File: src/sv/mpenc_pkg.sv
package mpenc_pkg;

    localparam int QueueDepthDefault = 2;

    localparam logic [3:0] KIND_NIL   = 4'd0;
    localparam logic [3:0] KIND_BOOL  = 4'd1;
    localparam logic [3:0] KIND_INT   = 4'd2;
    localparam logic [3:0] KIND_UINT  = 4'd3;
    localparam logic [3:0] KIND_F32   = 4'd4;
    localparam logic [3:0] KIND_F64   = 4'd5;
    localparam logic [3:0] KIND_STR   = 4'd6;
    localparam logic [3:0] KIND_BIN   = 4'd7;
    localparam logic [3:0] KIND_ARRAY = 4'd8;
    localparam logic [3:0] KIND_MAP   = 4'd9;
    localparam logic [3:0] KIND_RAW   = 4'd10;

    localparam logic [7:0] TAG_NIL      = 8'hc0;
    localparam logic [7:0] TAG_FALSE    = 8'hc2;
    localparam logic [7:0] TAG_TRUE     = 8'hc3;
    localparam logic [7:0] TAG_BIN8     = 8'hc4;
    localparam logic [7:0] TAG_BIN16    = 8'hc5;
    localparam logic [7:0] TAG_BIN32    = 8'hc6;
    localparam logic [7:0] TAG_F32      = 8'hca;
    localparam logic [7:0] TAG_F64      = 8'hcb;
    localparam logic [7:0] TAG_UINT8    = 8'hcc;
    localparam logic [7:0] TAG_UINT16   = 8'hcd;
    localparam logic [7:0] TAG_UINT32   = 8'hce;
    localparam logic [7:0] TAG_UINT64   = 8'hcf;
    localparam logic [7:0] TAG_INT8     = 8'hd0;
    localparam logic [7:0] TAG_INT16    = 8'hd1;
    localparam logic [7:0] TAG_INT32    = 8'hd2;
    localparam logic [7:0] TAG_INT64    = 8'hd3;
    localparam logic [7:0] TAG_STR8     = 8'hd9;
    localparam logic [7:0] TAG_STR16    = 8'hda;
    localparam logic [7:0] TAG_STR32    = 8'hdb;
    localparam logic [7:0] TAG_ARRAY16  = 8'hdc;
    localparam logic [7:0] TAG_ARRAY32  = 8'hdd;
    localparam logic [7:0] TAG_MAP16    = 8'hde;
    localparam logic [7:0] TAG_MAP32    = 8'hdf;
    localparam logic [7:0] TAG_FIXSTR   = 8'ha0;
    localparam logic [7:0] TAG_FIXARRAY = 8'h90;
    localparam logic [7:0] TAG_FIXMAP   = 8'h80;

    // First byte, then nbytes of payload taken from the top of payload.
    typedef struct packed {
        logic [7:0]  tag;
        logic [63:0] payload;
        logic [3:0]  nbytes;
    } t_enc_desc;

    typedef struct packed {
        logic      empty;
        t_enc_desc head;
    } t_q_rd;

endpackage

File: src/sv/mpenc_front.sv
module mpenc_front (
    input  logic [3:0]            i_req_type,
    input  logic [63:0]           i_value,
    output logic                  o_known,
    output mpenc_pkg::t_enc_desc  o_desc
);
    import mpenc_pkg::*;

    logic [31:0] len;
    logic [7:0]  tag;
    logic [3:0]  nb;
    logic        known;

    assign len = i_value[31:0];

    always_comb begin
        tag   = TAG_NIL;
        nb    = 4'd0;
        known = 1'b1;
        unique case (i_req_type)
            KIND_NIL: begin
                tag = TAG_NIL;
            end
            KIND_BOOL: begin
                tag = (i_value != 64'd0) ? TAG_TRUE : TAG_FALSE;
            end
            KIND_INT, KIND_UINT: begin
                if (i_req_type == KIND_INT && i_value[63]) begin
                    if (&i_value[63:5]) begin
                        tag = i_value[7:0];
                    end else if (&i_value[63:7]) begin
                        tag = TAG_INT8;
                        nb  = 4'd1;
                    end else if (&i_value[63:15]) begin
                        tag = TAG_INT16;
                        nb  = 4'd2;
                    end else if (&i_value[63:31]) begin
                        tag = TAG_INT32;
                        nb  = 4'd4;
                    end else begin
                        tag = TAG_INT64;
                        nb  = 4'd8;
                    end
                end else if (i_value[63:7] == '0) begin
                    tag = i_value[7:0];
                end else if (i_value[63:8] == '0) begin
                    tag = TAG_UINT8;
                    nb  = 4'd1;
                end else if (i_value[63:16] == '0) begin
                    tag = TAG_UINT16;
                    nb  = 4'd2;
                end else if (i_value[63:32] == '0) begin
                    tag = TAG_UINT32;
                    nb  = 4'd4;
                end else begin
                    tag = TAG_UINT64;
                    nb  = 4'd8;
                end
            end
            KIND_F32: begin
                tag = TAG_F32;
                nb  = 4'd4;
            end
            KIND_F64: begin
                tag = TAG_F64;
                nb  = 4'd8;
            end
            KIND_STR: begin
                if (len[31:5] == '0) begin
                    tag = TAG_FIXSTR | {3'd0, len[4:0]};
                end else if (len[31:8] == '0) begin
                    tag = TAG_STR8;
                    nb  = 4'd1;
                end else if (len[31:16] == '0) begin
                    tag = TAG_STR16;
                    nb  = 4'd2;
                end else begin
                    tag = TAG_STR32;
                    nb  = 4'd4;
                end
            end
            KIND_BIN: begin
                if (len[31:8] == '0) begin
                    tag = TAG_BIN8;
                    nb  = 4'd1;
                end else if (len[31:16] == '0) begin
                    tag = TAG_BIN16;
                    nb  = 4'd2;
                end else begin
                    tag = TAG_BIN32;
                    nb  = 4'd4;
                end
            end
            KIND_ARRAY, KIND_MAP: begin
                if (len[31:4] == '0) begin
                    tag = ((i_req_type == KIND_MAP) ? TAG_FIXMAP : TAG_FIXARRAY)
                          | {4'd0, len[3:0]};
                end else if (len[31:16] == '0) begin
                    tag = (i_req_type == KIND_MAP) ? TAG_MAP16 : TAG_ARRAY16;
                    nb  = 4'd2;
                end else begin
                    tag = (i_req_type == KIND_MAP) ? TAG_MAP32 : TAG_ARRAY32;
                    nb  = 4'd4;
                end
            end
            KIND_RAW: begin
                tag = i_value[7:0];
            end
            default: begin
                known = 1'b0;
            end
        endcase
    end

    // left-align the payload so the back end always sends the top byte first
    always_comb begin
        case (nb)
            4'd1:    o_desc.payload = {i_value[7:0], 56'd0};
            4'd2:    o_desc.payload = {i_value[15:0], 48'd0};
            4'd4:    o_desc.payload = {i_value[31:0], 32'd0};
            default: o_desc.payload = i_value;
        endcase
    end

    assign o_desc.tag    = tag;
    assign o_desc.nbytes = nb;
    assign o_known       = known;

endmodule

File: src/sv/mpenc_queue.sv
module mpenc_queue #(
    parameter int DEPTH = mpenc_pkg::QueueDepthDefault
) (
    input  logic                  i_clk,
    input  logic                  i_rst_n,
    input  logic                  i_wr,
    input  mpenc_pkg::t_enc_desc  i_wr_desc,
    output logic                  o_full,
    input  logic                  i_rd,
    output mpenc_pkg::t_q_rd      o_rd
);
    import mpenc_pkg::*;

    localparam int PW = (DEPTH > 1) ? $clog2(DEPTH) : 1;
    localparam int CW = $clog2(DEPTH + 1);

    t_enc_desc       r_mem [DEPTH];
    logic [PW-1:0]   r_wptr, n_wptr;
    logic [PW-1:0]   r_rptr, n_rptr;
    logic [CW-1:0]   r_cnt,  n_cnt;

    always_comb begin
        n_wptr = r_wptr;
        n_rptr = r_rptr;
        n_cnt  = r_cnt;
        if (i_wr) begin
            n_wptr = (r_wptr == PW'(DEPTH - 1)) ? '0 : r_wptr + 1'b1;
        end
        if (i_rd) begin
            n_rptr = (r_rptr == PW'(DEPTH - 1)) ? '0 : r_rptr + 1'b1;
        end
        if (i_wr && !i_rd) begin
            n_cnt = r_cnt + 1'b1;
        end else if (!i_wr && i_rd) begin
            n_cnt = r_cnt - 1'b1;
        end
    end

    always_ff @(posedge i_clk) begin
        if (!i_rst_n) begin
            r_wptr <= '0;
            r_rptr <= '0;
            r_cnt  <= '0;
        end else begin
            r_wptr <= n_wptr;
            r_rptr <= n_rptr;
            r_cnt  <= n_cnt;
        end
    end

    always_ff @(posedge i_clk) begin
        if (i_wr) begin
            r_mem[r_wptr] <= i_wr_desc;
        end
    end

    assign o_full     = (r_cnt == CW'(DEPTH));
    assign o_rd.empty = (r_cnt == '0);
    assign o_rd.head  = r_mem[r_rptr];

    a_no_overflow: assert property (@(posedge i_clk) disable iff (!i_rst_n)
        !(i_wr && o_full))
        else $error("queue written while full");
    a_no_underflow: assert property (@(posedge i_clk) disable iff (!i_rst_n)
        !(i_rd && o_rd.empty))
        else $error("queue read while empty");
    a_cnt_range: assert property (@(posedge i_clk) disable iff (!i_rst_n)
        r_cnt <= CW'(DEPTH))
        else $error("queue count out of range");

endmodule

File: src/sv/mpenc_back.sv
module mpenc_back (
    input  logic               i_clk,
    input  logic               i_rst_n,
    input  mpenc_pkg::t_q_rd   i_q,
    output logic               o_q_rd,
    output logic [7:0]         o_out_byte,
    output logic               o_last,
    output logic               empty,
    input  logic               pop
);
    import mpenc_pkg::*;

    logic        r_ov,   n_ov;
    logic [7:0]  r_byte, n_byte;
    logic        r_last, n_last;
    logic        r_act,  n_act;
    logic [63:0] r_pay,  n_pay;
    logic [3:0]  r_rem,  n_rem;
    logic        adv;
    logic        q_rd;

    assign adv = !r_ov || pop;

    always_comb begin
        n_ov   = r_ov;
        n_byte = r_byte;
        n_last = r_last;
        n_act  = r_act;
        n_pay  = r_pay;
        n_rem  = r_rem;
        q_rd   = 1'b0;
        if (adv) begin
            if (r_act) begin
                n_ov   = 1'b1;
                n_byte = r_pay[63:56];
                n_last = (r_rem == 4'd1);
                n_pay  = {r_pay[55:0], 8'd0};
                n_rem  = r_rem - 4'd1;
                n_act  = (r_rem != 4'd1);
            end else if (!i_q.empty) begin
                q_rd   = 1'b1;
                n_ov   = 1'b1;
                n_byte = i_q.head.tag;
                n_last = (i_q.head.nbytes == 4'd0);
                n_act  = (i_q.head.nbytes != 4'd0);
                n_pay  = i_q.head.payload;
                n_rem  = i_q.head.nbytes;
            end else begin
                n_ov = 1'b0;
            end
        end
    end

    always_ff @(posedge i_clk) begin
        if (!i_rst_n) begin
            r_ov  <= 1'b0;
            r_act <= 1'b0;
            r_rem <= '0;
        end else begin
            r_ov  <= n_ov;
            r_act <= n_act;
            r_rem <= n_rem;
        end
    end

    always_ff @(posedge i_clk) begin
        r_byte <= n_byte;
        r_last <= n_last;
        r_pay  <= n_pay;
    end

    assign o_q_rd     = q_rd;
    assign o_out_byte = r_byte;
    assign o_last     = r_last;
    assign empty      = !r_ov;

    a_act_has_bytes: assert property (@(posedge i_clk) disable iff (!i_rst_n)
        r_act |-> (r_rem != 4'd0))
        else $error("active transaction with no payload bytes left");
    a_act_has_output: assert property (@(posedge i_clk) disable iff (!i_rst_n)
        r_act |-> (r_ov && !r_last))
        else $error("payload pending behind a missing or final byte");
    a_no_fetch_mid_item: assert property (@(posedge i_clk) disable iff (!i_rst_n)
        r_act |-> !q_rd)
        else $error("next item fetched before current one finished");

endmodule

File: src/sv/messagepack_value_encoder_core.sv
// MessagePack value encoder.
// Input side is a queue write port: present i_req_type and i_value with push;
// the transaction is taken on a clock edge where push is high and full is low.
// Request kinds outside nil..raw byte are taken and dropped without output.
// Output side is a queue read port: while empty is low, o_out_byte and o_last
// show the oldest byte of the encoded stream; pop takes it. o_last marks the
// final byte of each request's encoding.
// A classifier picks the tag and payload length for the shortest form and
// writes a descriptor into a small queue (QUEUE_DEPTH entries); a serialiser
// reads descriptors and sends one byte per cycle through an output register.
// The first byte of a request passes through the queue and then the output
// register. Each request encodes to 1 + n bytes, n = payload bytes (0, 1, 2, 4
// or 8), so 1 to 9 bytes; the queue takes new requests while bytes go out.
// When pop is held low the output byte holds, the serialiser stops and the
// queue fills; full then stalls the input. Synchronous reset empties the
// queue and the output register; no other state is kept.
module messagepack_value_encoder_core #(
    parameter int QUEUE_DEPTH = mpenc_pkg::QueueDepthDefault
) (
    input  logic        i_clk,
    input  logic        i_rst_n,
    input  logic        push,
    output logic        full,
    input  logic [3:0]  i_req_type,
    input  logic [63:0] i_value,
    output logic        empty,
    input  logic        pop,
    output logic [7:0]  o_out_byte,
    output logic        o_last
);
    import mpenc_pkg::*;

    logic      known;
    t_enc_desc desc;
    logic      q_full;
    logic      q_wr;
    logic      q_rd;
    t_q_rd     q_rd_bus;

    mpenc_front u_front (
        .i_req_type (i_req_type),
        .i_value    (i_value),
        .o_known    (known),
        .o_desc     (desc)
    );

    assign q_wr = push && !q_full && known;

    mpenc_queue #(
        .DEPTH (QUEUE_DEPTH)
    ) u_queue (
        .i_clk     (i_clk),
        .i_rst_n   (i_rst_n),
        .i_wr      (q_wr),
        .i_wr_desc (desc),
        .o_full    (q_full),
        .i_rd      (q_rd),
        .o_rd      (q_rd_bus)
    );

    mpenc_back u_back (
        .i_clk      (i_clk),
        .i_rst_n    (i_rst_n),
        .i_q        (q_rd_bus),
        .o_q_rd     (q_rd),
        .o_out_byte (o_out_byte),
        .o_last     (o_last),
        .empty      (empty),
        .pop        (pop)
    );

    assign full = q_full;

endmodule
File: config.mk
export PLATFORM = sky130hd
export DESIGN_NAME = messagepack_value_encoder_core
export DESIGN_NICKNAME = d
export VERILOG_FILES = /design/src/sv/mpenc_pkg.sv /design/src/sv/mpenc_front.sv /design/src/sv/mpenc_queue.sv /design/src/sv/mpenc_back.sv /design/src/sv/messagepack_value_encoder_core.sv
export SDC_FILE = /design/constraint.sdc
export NUM_CORES = 1
export LEC_CHECK = 0
export ABC_AREA = 1
export ABC_CLOCK_PERIOD_IN_PS = 4500
export BUFFER_PORTS_ARGS = -buffer_cell sky130_fd_sc_hd__buf_2
export CAP_MARGIN = 20
export CORE_MARGIN = 5
export CORE_UTILIZATION = 55
export CTS_CLUSTER_SIZE = 20
export DETAILED_ROUTE_END_ITERATION = 8
export PLACE_DENSITY = 0.74
export SLEW_MARGIN = 20
export SYNTH_ARGS = -nofsm -noshare
export SYNTH_HDL_FRONTEND = slang
export SYNTH_HIERARCHICAL = 1
export SYNTH_SLANG_ARGS = --single-unit
File: constraint.sdc
create_clock -name i_clk -period 4.5 [get_ports i_clk]
set_input_delay 0.225 -clock i_clk [delete_from_list [all_inputs] [get_ports i_clk]]
set_output_delay 0.225 -clock i_clk [all_outputs]
set_load 0.05 [all_outputs]
Word-level counts from Yosys, hierarchy flattened
Memories as Yosys holds them, arrays and structs flattened. A register that Yosys moved wholly into a read port is not among the register bits.
Index checks and enable logic that the tools add are counted.
{ "totals": {"wordCells": 125, "input_bits": 72, "out_inout_bits": 11, "memories": 1, "ram_bits": 152, "register_bits": 83} }
{ "memory_table": {"columns": ["memory", "depth", "width", "read_ports", "rd_ports_with_merged_regs", "write_ports", "line_no", "rtl"], "rows": [
  ["u_queue.r_mem", 2, 76, 1, 1, 1, "mpenc_queue.sv:17", "t_enc_desc r_mem [DEPTH];"]
]} }
{ "op_classes": {"mux": 59, "n_bitwise": 1, "n_eq_ne": 17, "n_reduce_logical": 32, "add_sub_neg": 5} }
{ "ops": {"columns": ["op", "n"], "rows": [
  ["$pmux 64 s3", 1],
  ["$mux 64", 2],
  ["$mux 8", 14],
  ["$pmux 8 s8", 1],
  ["$reduce_bool 64->1", 1],
  ["$reduce_and 59->1", 1],
  ["$logic_not 57->1", 1],
  ["$reduce_and 57->1", 1],
  ["$logic_not 56->1", 1],
  ["$mux 4", 13],
  ["$reduce_and 49->1", 1],
  ["$logic_not 48->1", 1],
  ["$reduce_and 33->1", 1],
  ["$logic_not 32->1", 1],
  ["$logic_not 28->1", 1],
  ["$logic_not 27->1", 1],
  ["$logic_not 24->1", 1],
  ["$pmux 4 s6", 1],
  ["$eq 4x3->1 const B", 5],
  ["$mux 1", 19],
  ["$logic_not 16->1", 1],
  ["$eq 4x1->1 const B", 3],
  ["$eq 4x2->1 const B", 3],
  ["$eq 4x4->1 const B", 3],
  ["21 further kinds", 36]
]} }

Logic depth before layout (Yosys ltp)
{ "logic_depth": {"word_depth": 9, "ltp_mapped": 15, "mapped_depth_nobuf": 15} }

By module
Netlist, hierarchy kept.
{ "modules_own_cells": {"columns": ["mod", "area_each_um2", "cells_per_inst", "seq_area_each_um2", "n_inst"], "rows": [
  ["mpenc_queue", 5865.6, 271, 4664.5, 1],
  ["mpenc_back", 3508.4, 352, 2312.2, 1],
  ["mpenc_front", 3055.4, 629, 0.0, 1],
  ["messagepack_value_encoder_core", 10.0, 2, 0.0, 1]
]} }

Worst setup path before layout
OpenSTA, ideal clock, no wires.
{ "synth_timing": {"kind": "flip-flop to flip-flop", "from": "reg u_queue.r_cnt[0]", "to": "mem u_queue/r_mem[0][0] (netlist bit), enable pin", "n_path_buf": 0, "stages_incl_launch_ff": 5, "setup_time_ns": 0.512, "arrival_time_ns": 4.039, "slack_ns": -0.051, "required_time_ns": 3.988, "synth_period_minus_slack_ns": 4.551, "cell_sequence": "dfxtp_1 nor2_1 nor2_2 inv_1 nor2_1"} }
{ "synth_via": {"elab_chain_len": 6} }
{ "synth_lines": {"columns": ["element", "line_no", "rtl"], "rows": [
  ["start: declaration", "mpenc_queue.sv:20", "logic [CW-1:0] r_cnt, n_cnt;"],
  ["start signal: assignment", "mpenc_queue.sv:47", "r_cnt <= n_cnt;"],
  ["$eq 2x2->1", "mpenc_queue.sv:57", "assign o_full = (r_cnt == CW'(DEPTH));"],
  ["named net full", "messagepack_value_encoder_core.sv:23", "output logic full,"],
  ["$logic_not 1->1", "messagepack_value_encoder_core.sv:47", "assign q_wr = push && !q_full && known;"],
  ["$logic_and 1x1->1 (2 in a row)", "messagepack_value_encoder_core.sv:47", null],
  ["named net q_wr", "messagepack_value_encoder_core.sv:36", "logic q_wr;"],
  ["$mux 1", "mpenc_queue.sv:52", "if (i_wr) begin"],
  ["$mux 1 (not written as such)", "mpenc_queue.sv:53", "r_mem[r_wptr] <= i_wr_desc;"],
  ["end: declaration", "mpenc_queue.sv:17", null]
]} }
The timed path passes the listed nets, and every way through them passes these cells.

Final worst setup path
{ "layout_timing": {"from": "reg u_back.r_act", "to": "reg u_queue.r_cnt[1]"} }
{ "layout_via": {"elab_chain_len": 5, "word_cells_on_any_way": 7, "classes_between": "mux (3); reduce/logical (4)"} }
{ "layout_lines": {"columns": ["element", "line_no", "rtl"], "rows": [
  ["start: declaration", "mpenc_back.sv:16", "logic r_act, n_act;"],
  ["start signal: assignment", "mpenc_back.sv:61", "r_act <= n_act;"],
  ["$mux 1 (*)", "mpenc_back.sv:33", "if (r_act) begin"],
  ["$mux 1 (*)", "mpenc_back.sv:32", "if (adv) begin"],
  ["named net q_rd", "messagepack_value_encoder_core.sv:37", "logic q_rd;"],
  ["$logic_not 1->1", "mpenc_queue.sv:32", "if (i_wr && !i_rd) begin"],
  ["$logic_and 1x1->1", "mpenc_queue.sv:32", null],
  ["$mux 2 / $reduce_bool 2->1 (equally long branches)", null, null]
]} }
The timed path passes the listed nets; every way through them passes the cells marked *.
A chain may end at the register's enable or synchronous reset.

==> flow_summary.json <==
{
  "status": "complete, no violations",
  "skew_ns": 0.0143,
  "hold_viol_final": 0,
  "clkPwrFrac": 0.270,
  "muxShareOfSynthArea": 0.0809,
  "design_area_mm2": 0.0138,
  "clock_sinks": 236,
  "synth_top_family_by_area": "simple AND/OR/NAND/NOR gates",
  "syn2layout_area_growth_pct": 11.3,
  "cpMostUsedCell": "inv_1",
  "crit_arrival_ns": 2.93,
  "path_max_fanout": 69,
  "wl_mm": 32.8,
  "clk_latency_ns": 0.51,
  "crit_path_max_incr_delay_ns": 0.68,
  "yosysSeqAreaShare": 0.561,
  "setup_tns_ns": 0,
  "cpMaxStageDelayCell": "inv_4",
  "synth_top_area_share": 0.543,
  "die_area_mm2": 0.0257,
  "clock_path_buffers": 3,
  "synth_cell_types": 40,
  "synth_cells": 1254,
  "via_per_inst": 5.54,
  "yosys.area_share.xor_xnor": 0,
  "final_common_cell": "nand2_1",
  "crit_chain": "buf_4 > inv_4 > nand3_1 > inv_1 > inv_1 > ha_1 > inv_1 > nand3_1 > nand2_1 > inv_1 > nor2_1",
  "fmax_mhz": 405,
  "synth_seq_cells": 236,
  "wire_per_inst_um": 20.0,
  "ff2ff_path_depth": 11,
  "drv_cap": 0,
  "syn_nets": 1329,
  "required_ns": 4.96,
  "drc": 0,
  "power_frac_seq": 0.435,
  "drt_iter0_drc": 892,
  "switchingPower_mw": 2.69,
  "globalplace.congestion": 0.973,
  "nFillCells": 1825,
  "swShare": 0.329,
  "placedCellCount": 1590,
  "design.core.area_mm2": 0.0224,
  "boundaryPins": 83,
  "cts_hold_buf": 1,
  "grt_max_degree": 77,
  "path_class": "reg2reg",
  "dpl_cell_area_mm2": 0.0129,
  "hold_depth": 5,
  "ys_top_cells_by_area": "edfxtp_1 (54%), nand2_1 (13%), nor2_1 (5.4%)",
  "cp-end-kind": "register",
  "p_leak_nw": 5.74,
  "report.final.slew_viol_count": 0,
  "power_density_mw_per_mm2": 591,
  "initial_core_util": 0.554,
  "final_cells": 1637,
  "die_h_um": 160,
  "final_cell_mix": "nand2_1 (435), edfxtp_1 (225), nor2_1 (179)",
  "hold_slack_ns": 0.0779,
  "grt_usage": 0.250,
  "row_count": 55,
  "tightest_slew_ns": 0.975,
  "drive_gt1_frac": 0.222,
  "cts_tree": "done",
  "yosys.area_share.adder": 0.00302,
  "fp.dieW_um": 160,
  "synth-simple-area-share": 0.267,
  "ant_nets": 0,
  "firstDrtPassIters": 5,
  "rsz0062_at_grt": "no",
  "r2r_slack_ns": 2.03,
  "post_cts_buffers": 0,
  "fin_nets": 1409,
  "intPower_mw": 5.49,
  "critical_path.startpoint_type": "register",
  "worstHoldPathType": "in2reg",
  "yosys_warnings": 6,
  "vias": 9064,
  "synth-compound-area-share": 0.0262,
  "ir_worst_vdd_mv": 0.785,
  "overflow": 0,
  "period_share": 0.549,
  "grt_antenna_before_repair": 0,
  "portBuffers": 82,
  "postCtsResizedCells": 0,
  "cts-root-buf": "clkbuf_16",
  "fin_crit_ns": 2.47,
  "synthesis.area_mm2": 0.0124,
  "pwr-share-comb": 0.295,
  "path_clk_slew_ns": 0.06,
  "synth_top_cell_by_area": "edfxtp_1",
  "grt_pass1_vias": 8937,
  "cts_buffers": 25,
  "cts-htree-levels": 1,
  "relSlewSlack": 0.350,
  "place_hpwl_mm": 22.7,
  "diodes": 0,
  "grt_pass1_wl_mm": 50.3,
  "setup_viol_count_final": 0,
  "synth.avg_cell_area_um2": 9.92
}
[worst paths after layout]
kind | startpoint | to
worst max-delay path | u_back/r_act$_SDFFE_PN0P_ | u_queue/r_cnt[1]$_SDFFE_PN0P_
worst min-delay path | push | u_queue/r_wptr$_SDFFE_PN0P_
worst max register to register | u_back/r_act$_SDFFE_PN0P_ | u_queue/r_cnt[1]$_SDFFE_PN0P_
worst min register to register | u_queue/r_rptr$_SDFFE_PN0P_ | register
[cells by family after synthesis]
group	after synthesis
fa+ha+maj	3
simple gates	745
flops	236
mux	76
compound gates	55
buf+inv	139
[cells in the mapped netlist (all sizes together)]
master   instances
edfxtp         225
nand4           14
o221ai           1
o211ai           4
a31oi            2
o21ai           22
inv             99
a2111oi          1
and2             1
nor4             2
dfxtp           11
o21a             1
buf             40
ha               3
o22ai            2
nor3             2
nor2           220
nand3           55
mux2            76
a21oi           21
nand2          451
o21bai           1
[cell type report]
class / count / area (um^2) / share of cell area
Tap cell: 285 / 357 / 0.0258
Timing Repair Buffer: 93 / 528 / 0.0382
Multi-Input combinational cell: 879 / 4700 / 0.340
Inverter: 99 / 379 / 0.0274
Clock inverter: 16 / 233 / 0.0168
Clock buffer: 29 / 661 / 0.0477
Sequential cell: 236 / 6980 / 0.504
[per-stage QoR]
stage | power, mW | utilization | setup slack (ns)
finish | 8.18 | 0.617 | 2.03
global route | 8.59 | 0.617 | 1.86
CTS | 8.23 | 0.616 | 1.98
detailed placement | 6.02 | 0.575 | 1.66
global placement | 5.94 | 0.575 | 1.68
floorplan | 5.41 | - | 1.25
[power groups by stage]
stage | Clock, mW | Combinational (mW) | Sequential (mW)
5_1_grt | 2.34 | 2.64 | 3.61
3_3_place_gp | 0 | 2.36 | 3.58
2_1_floorplan | 0 | 1.81 | 3.60
4_1_cts | 2.24 | 2.41 | 3.58
3_5_place_dp | 0 | 2.40 | 3.61
6_report | 2.21 | 2.41 | 3.56
[state kept, by name, indices dropped and copies added, names as in the netlist, named ones only]
| register | count |
|---|---|
| u_queue/r_mem | 152 |
| u_back/r_ov | 1 |
| u_back/o_last | 1 |
| u_back/r_rem | 4 |
| u_queue/r_cnt | 2 |
| u_back/r_pay | 64 |
| u_back/o_out_byte | 8 |
| u_back/r_act | 1 |
| u_queue/r_rptr | 1 |
| u_queue/r_wptr | 1 |
[layer usage]
metal	vias to the layer above	global-route usage	part of all wire
li1	4289	-	-
met1	4261	0.347	0.41
met2	451	0.417	0.48
met3	63	0.0310	0.078
met4	0	0.0735	0.028
met5	-	0	0
[critical path, delay by kind of cell (launching register included)]
kind,cells,cell delay (ns)
buffers and inverters,6,1.30
and+or+nand+nor,4,0.44
DFF,1,0.33
adders and majority gates,1,0.30
Note: power is estimated with default switching activity, not from simulation.
